<file path="src/rtl/bcrf_ram.sv">
// ----------------------------------------------------------------------------
// bcrf_ram
// Generic single write port, single read port RAM with registered read data.
// ----------------------------------------------------------------------------
module bcrf_ram #(
   parameter int WIDTH = 64,
   parameter int DEPTH = 64,
   parameter int AW    = (DEPTH > 1) ? $clog2(DEPTH) : 1
) (
   input  logic             clock,
   input  logic             wr_en,
   input  logic [AW-1:0]    wr_addr,
   input  logic [WIDTH-1:0] wr_data,
   input  logic [AW-1:0]    rd_addr,
   output logic [WIDTH-1:0] rd_data
);

   logic [WIDTH-1:0] mem_ff [DEPTH];
   logic [WIDTH-1:0] rd_data_ff;

   always_ff @(posedge clock) begin
      if (wr_en) begin
         mem_ff[wr_addr] <= wr_data;
      end
      rd_data_ff <= mem_ff[rd_addr];
   end

   assign rd_data = rd_data_ff;

endmodule

</file>
<file path="config.mk">
export PLATFORM = sky130hd
export DESIGN_NAME = bcrf_ram
export DESIGN_NICKNAME = d
export VERILOG_FILES = /design/src/rtl/bcrf_ram.sv
export SDC_FILE = /design/constraint.sdc
export NUM_CORES = 2
export LEC_CHECK = 0
export BUFFER_PORTS_ARGS = -buffer_cell sky130_fd_sc_hd__buf_4
export CAP_MARGIN = 20
export CORE_MARGIN = 5
export CORE_UTILIZATION = 60
export DETAILED_ROUTE_END_ITERATION = 10
export PLACE_DENSITY = 0.8
export SETUP_SLACK_MARGIN = 0.2
export SYNTH_ARGS = -nofsm -noshare
export SYNTH_HDL_FRONTEND = slang
export SYNTH_SLANG_ARGS = --single-unit
</file>
<file path="constraint.sdc">
create_clock -name clock -period 13.6 [get_ports clock]
set_clock_uncertainty 0.2 [all_clocks]
set_input_delay 0 -clock clock [delete_from_list [all_inputs] [get_ports clock]]
set_output_delay 0 -clock clock [all_outputs]
set_load 0.05 [all_outputs]
</file>
# After elaboration in Yosys (flattened, before gate mapping)
# Memory sizes are Yosys's and may differ from the RTL's. A register that Yosys moved wholly into a read port is not among the register bits.
# Cells that the tools add are included.
classes:
  addsub: 0
  n_mul: 0
  div: 0
  n_lt_le_gt_ge: 0
  eq_ne: 0
  shift: 0
  mux: 2
  bitwise: 0
  reduce_logical: 0
op_table:
  columns: ["operator", "count"]
  rows:
  - ["two-way mux 1 bit", 2]
totals:
  ff_bits: 0
  latch_bits: 0
  mem_bits_rw: 4096
  mem_bits_ro: 0
  input_bits: 78
  output_inout_bits: 64
  elab_cells: 3
  memories: 1
mem_list:
  columns: ["memory", "words", "word_bits", "rd", "rd_ports_with_merged_regs", "wr", "line", "text"]
  rows:
  - ["mem_ff", 64, 64, 1, 1, 1, "18", "logic [WIDTH-1:0] mem_ff [DEPTH];"]

# Longest topological paths before layout
depth:
  word_depth: 2
  ltp_mapped: 9
  depth_no_buf: 5

# Least setup slack after synthesis
# OpenSTA, ideal clock, no wires.
synth_path:
  path_kind: "input -> register"
  start: "input wr_addr[3]"
  end: "memory mem_ff[48][0] (enable)"
  arrival_ns: 4.872
  t_required_ns: 12.836
  path_slack_ns: 7.964
  cell_stages: 4
  path_buffers: 1
  path_cell_list: "clkbuf_1 > nor2b_1 > nand4b_1 > nor3_1"
synth_rtl:
  columns: ["element", "line", "text"]
  rows:
  - ["start, declared", "12", "input logic [AW-1:0] wr_addr,"]
  - ["end, declared", "18", null]
# No word-level cell before the write port.

==> out/summary.txt <==
Hold Path Origin: wr_data[46]
Non-Filler Instances: 10900
Pwr/cell area: 152 nW/um2
Max IR drop VDD: 0.000200 V
GR Util met1: 0.443
GRT Max-Usage Layer: met2
Clk_lat worst skew: 1.03 ns
Final period util: 0.358
Worst-margin pin slew: 1.25 ns
Sequential share of the synthesized area: 0.795
Cell Area, Synth: 156000 um2
R2r endpoint: rd_data[63]$_DFF_P_
Synth unique cells: 33
Post-synthesis instance total: 6598
Main combinational cell family by area after synthesis: multiplexers
Htree depth: 5
Layout cells sized above 1: 0.281
Slowest CP cell: buf_4
Iteration-0 DRC Markers: 16800
Yosys reg bits: 4160
Max-cap violations: 0
Routed WL: 479000 um
Critical Path End Type: flop
Critical Path, Cell by Cell: dlygate4sd3_1 -> buf_16 -> buf_4 -> buf_12 -> buf_4 -> or3_1 -> o221ai_1 -> o22ai_1 -> dlygate4sd3_1 -> and3_1
Dpl cells: 9957
Global-route wire length before repair: 665000 um
Die Ht: 520 um
Initial antenna violation count: 28
# nets final: 7244
Syn nets: 6676
Clk network pwr share: 0.421
Largest net degree at the start of global routing: 149
Startpoint types: input pin
Number of global-route vias before repair: 85000
Final hold vios: 0
P_leak: 56.0 nW
Compound-Gate Fraction of Synth Area: 0.0248
Share of the synthesized area in the top cell type: 0.787
Share of power burned in registers: 0.526
# resized after CTS: 0
CP peak stage delay: 0.86 ns
CTS buffer count: 398
Routing usage on met3: 0.106
Post-route cell area: 178000 um2
Finish-stage setup viols: 0
Hold Path Cell Cnt: 2
Sw Share: 0.217
DP Area: 162000 um2
Maximum root-to-sink buffer count: 4
Outcome: finished, final reports clean
DR vias/cell: 7.58
Gr usage total: 0.356
# rows: 187
Root Driver: clkbuf_16
Congestion Overflow GR: 0
Yosys top cell by area: edfxtp_1
Required time of the critical path: 14.33 ns
Mux cell area share after synthesis: 0.156
Hold endpoint: mem_ff[4][46]$_DFFE_PP_
Detailed placer's ending HPWL: 212000 um
Post-Synth Adder-Cell Area: 0
TritonCTS clock tree: built
Logic pwr share: 0.053
M2 GR Usage: 0.547
Syn_area_per_cell: 23.7 um2
Initial Utilization: 0.603
Fmax: 205 MHz
Clock-pin slew on the worst setup and hold paths: 0.07 ns
Boundary Pins: 142
Reg2reg setup slack: 10.51 ns
Hold/Removal Path Class: input pin to flop
Xor/xnor share of the synthesized area: 0
CP Data Arrival Time: 5.61 ns
Area of the core: 259000 um2
Routed Antenna Nets: 0
Synth top area cells: edfxtp_1, mux4_2, mux2i_1
Final Wtd Congestion: 0.805
Fillers: 13800
Critical path class: input pin to flop
Vias post-DR: 82600
Total negative setup slack: 0 ns
Total setup buffers inserted after CTS: 0
Worst r2r src: mem_ff[10][63]$_DFFE_PP_
Sw power: 5.87 mW
DR WL/cell: 43.9 um
# port buffers: 141
Largest fanout on the critical path: 99
Time the worst path needs with I/O delays and setup: 4.87 ns
Area growth syn-to-layout: 13.9%
RSZ-0062 raised after global routing: no
Max transition margin: 0.165
Die footprint: 271000 um2
Yosys warns: 0
Simple-gate share of the synthesized area: 0.0124
Max-slew violations: 0
Die Wd: 520 um
Post-CTS Hold Buffers: 208
Internal power: 21.2 mW
Final core occ: 0.686
CTS Sinks: 4160
DRC errors left: 0
DR pass1 iterations: 8
Worst Reg-to-Reg Cells: 6
## cells in the final DEF (no fill, tap or decap), drive strengths merged, types with 2 or more instances in the layout
cell and instances:
a211oi 63, a22o 88, a22oi 168, a2bb2oi 19
a31oi 18, a41oi 26, and2 3, and3 64
buf 389, bufinv 51, clkbuf 503, clkinv 143
clkinvlp 9, dfxtp 64, diode 19, dlygate4sd3 149
edfxtp 4096, inv 27, mux2i 135, mux4 1024
nand2 58, nand2b 11, nand3 45, nand3b 2
nand4 2, nor2 112, nor2b 28, nor3 2
o221ai 38, o22ai 83, or2 28, or3 29
## flip-flops by register name, indices dropped and copies added, names as in the netlist
| register | flops |
|---|---|
| rd_data | 64 |
| mem_ff | 4096 |
## critical path, delay by kind of cell
| family | cells | cell delay (ns) |
|---|---|---|
| simple gates | 2 | 0.97 |
| buf+inv | 6 | 3.78 |
| compound gates | 2 | 0.49 |
## cells in the mapped netlist (all sizes together)
master / count
inv: 19
clkbuf: 140
a22o: 88
a41oi: 26
nand3b: 2
or2: 28
and3: 64
nor2b: 28
nand4b: 1
nand3: 45
nor2: 112
nand4: 2
nor3: 2
o221ai: 38
a211oi: 63
o22ai: 83
mux4: 1024
a2bb2oi: 19
buf: 230
edfxtp: 4096
nand2b: 11
or3b: 1
or3: 29
a31o: 1
dfxtp: 64
and2: 3
a31oi: 18
a22oi: 168
nand2: 58
mux2i: 135
## cells by family (layout without fill, tap and decap cells)
| family | after synthesis | after routing |
|---|---|---|
| other | 0 | 19 |
| AO/OA/AOI/OAI | 504 | 504 |
| AND/OR/NAND/NOR | 386 | 386 |
| flip-flops | 4160 | 4160 |
| buffers and inverters | 389 | 1271 |
| multiplexers | 1159 | 1159 |
## worst max path at each step
stage	startpoint	end	slack, ns	depth (start not counted)
after floorplan	wr_addr[3]	mem_ff[48][0]$_DFFE_PP_	7.96	4
after global placement	rd_addr[0]	rd_data[18]$_DFF_P_	8.95	8
after detailed placement	rd_addr[0]	rd_data[18]$_DFF_P_	8.90	8
after CTS	rd_addr[0]	rd_data[30]$_DFF_P_	8.85	10
after global routing	rd_addr[0]	rd_data[30]$_DFF_P_	8.31	10
final	rd_addr[0]	rd_data[30]$_DFF_P_	8.73	10
## cell type report
cell class	count	area [um2]	area share
clock inverter	211	2370	0.0133
multi-input combinational	2049	30800	0.173
antenna	19	47.5	0.000267
sequential	4160	124000	0.698
timing repair buffer	538	5520	0.0310
inverter	19	71.3	0.000401
clock buffer	503	10700	0.0601
tap	3402	4260	0.0239
## per-layer routing
metal  wire (um)  up-vias  share of wire
met5         211        -        0.00044
met4       39600       20          0.083
met3       73800     2039           0.15
met2      225000     9247           0.47
met1      140000    41700           0.29
li1            -    29600              -
## power by group through the flow
stage / combinational (mW) / clock (mW) / sequential [mW]
final: 1.43 / 11.4 / 14.3
after detailed placement: 1.26 / 0 / 14.5
after CTS: 1.39 / 11.4 / 14.3
after global placement: 1.22 / 0 / 14.5
after floorplan: 0.661 / 0 / 14.6
after global routing: 1.47 / 12.0 / 14.3
## stage by stage
step / power, mW / hold slack [ns] / setup WS [ns]
2_1_floorplan: 15.3 / -0.101 / 7.96
3_3_place_gp: 15.8 / 0.263 / 8.95
3_5_place_dp: 15.8 / 0.260 / 8.90
4_1_cts: 27.0 / 0.00359 / 8.85
5_1_grt: 27.7 / 0.0764 / 8.31
6_report: 27.1 / 0.0792 / 8.73
Power figures use the tool's default switching activity.
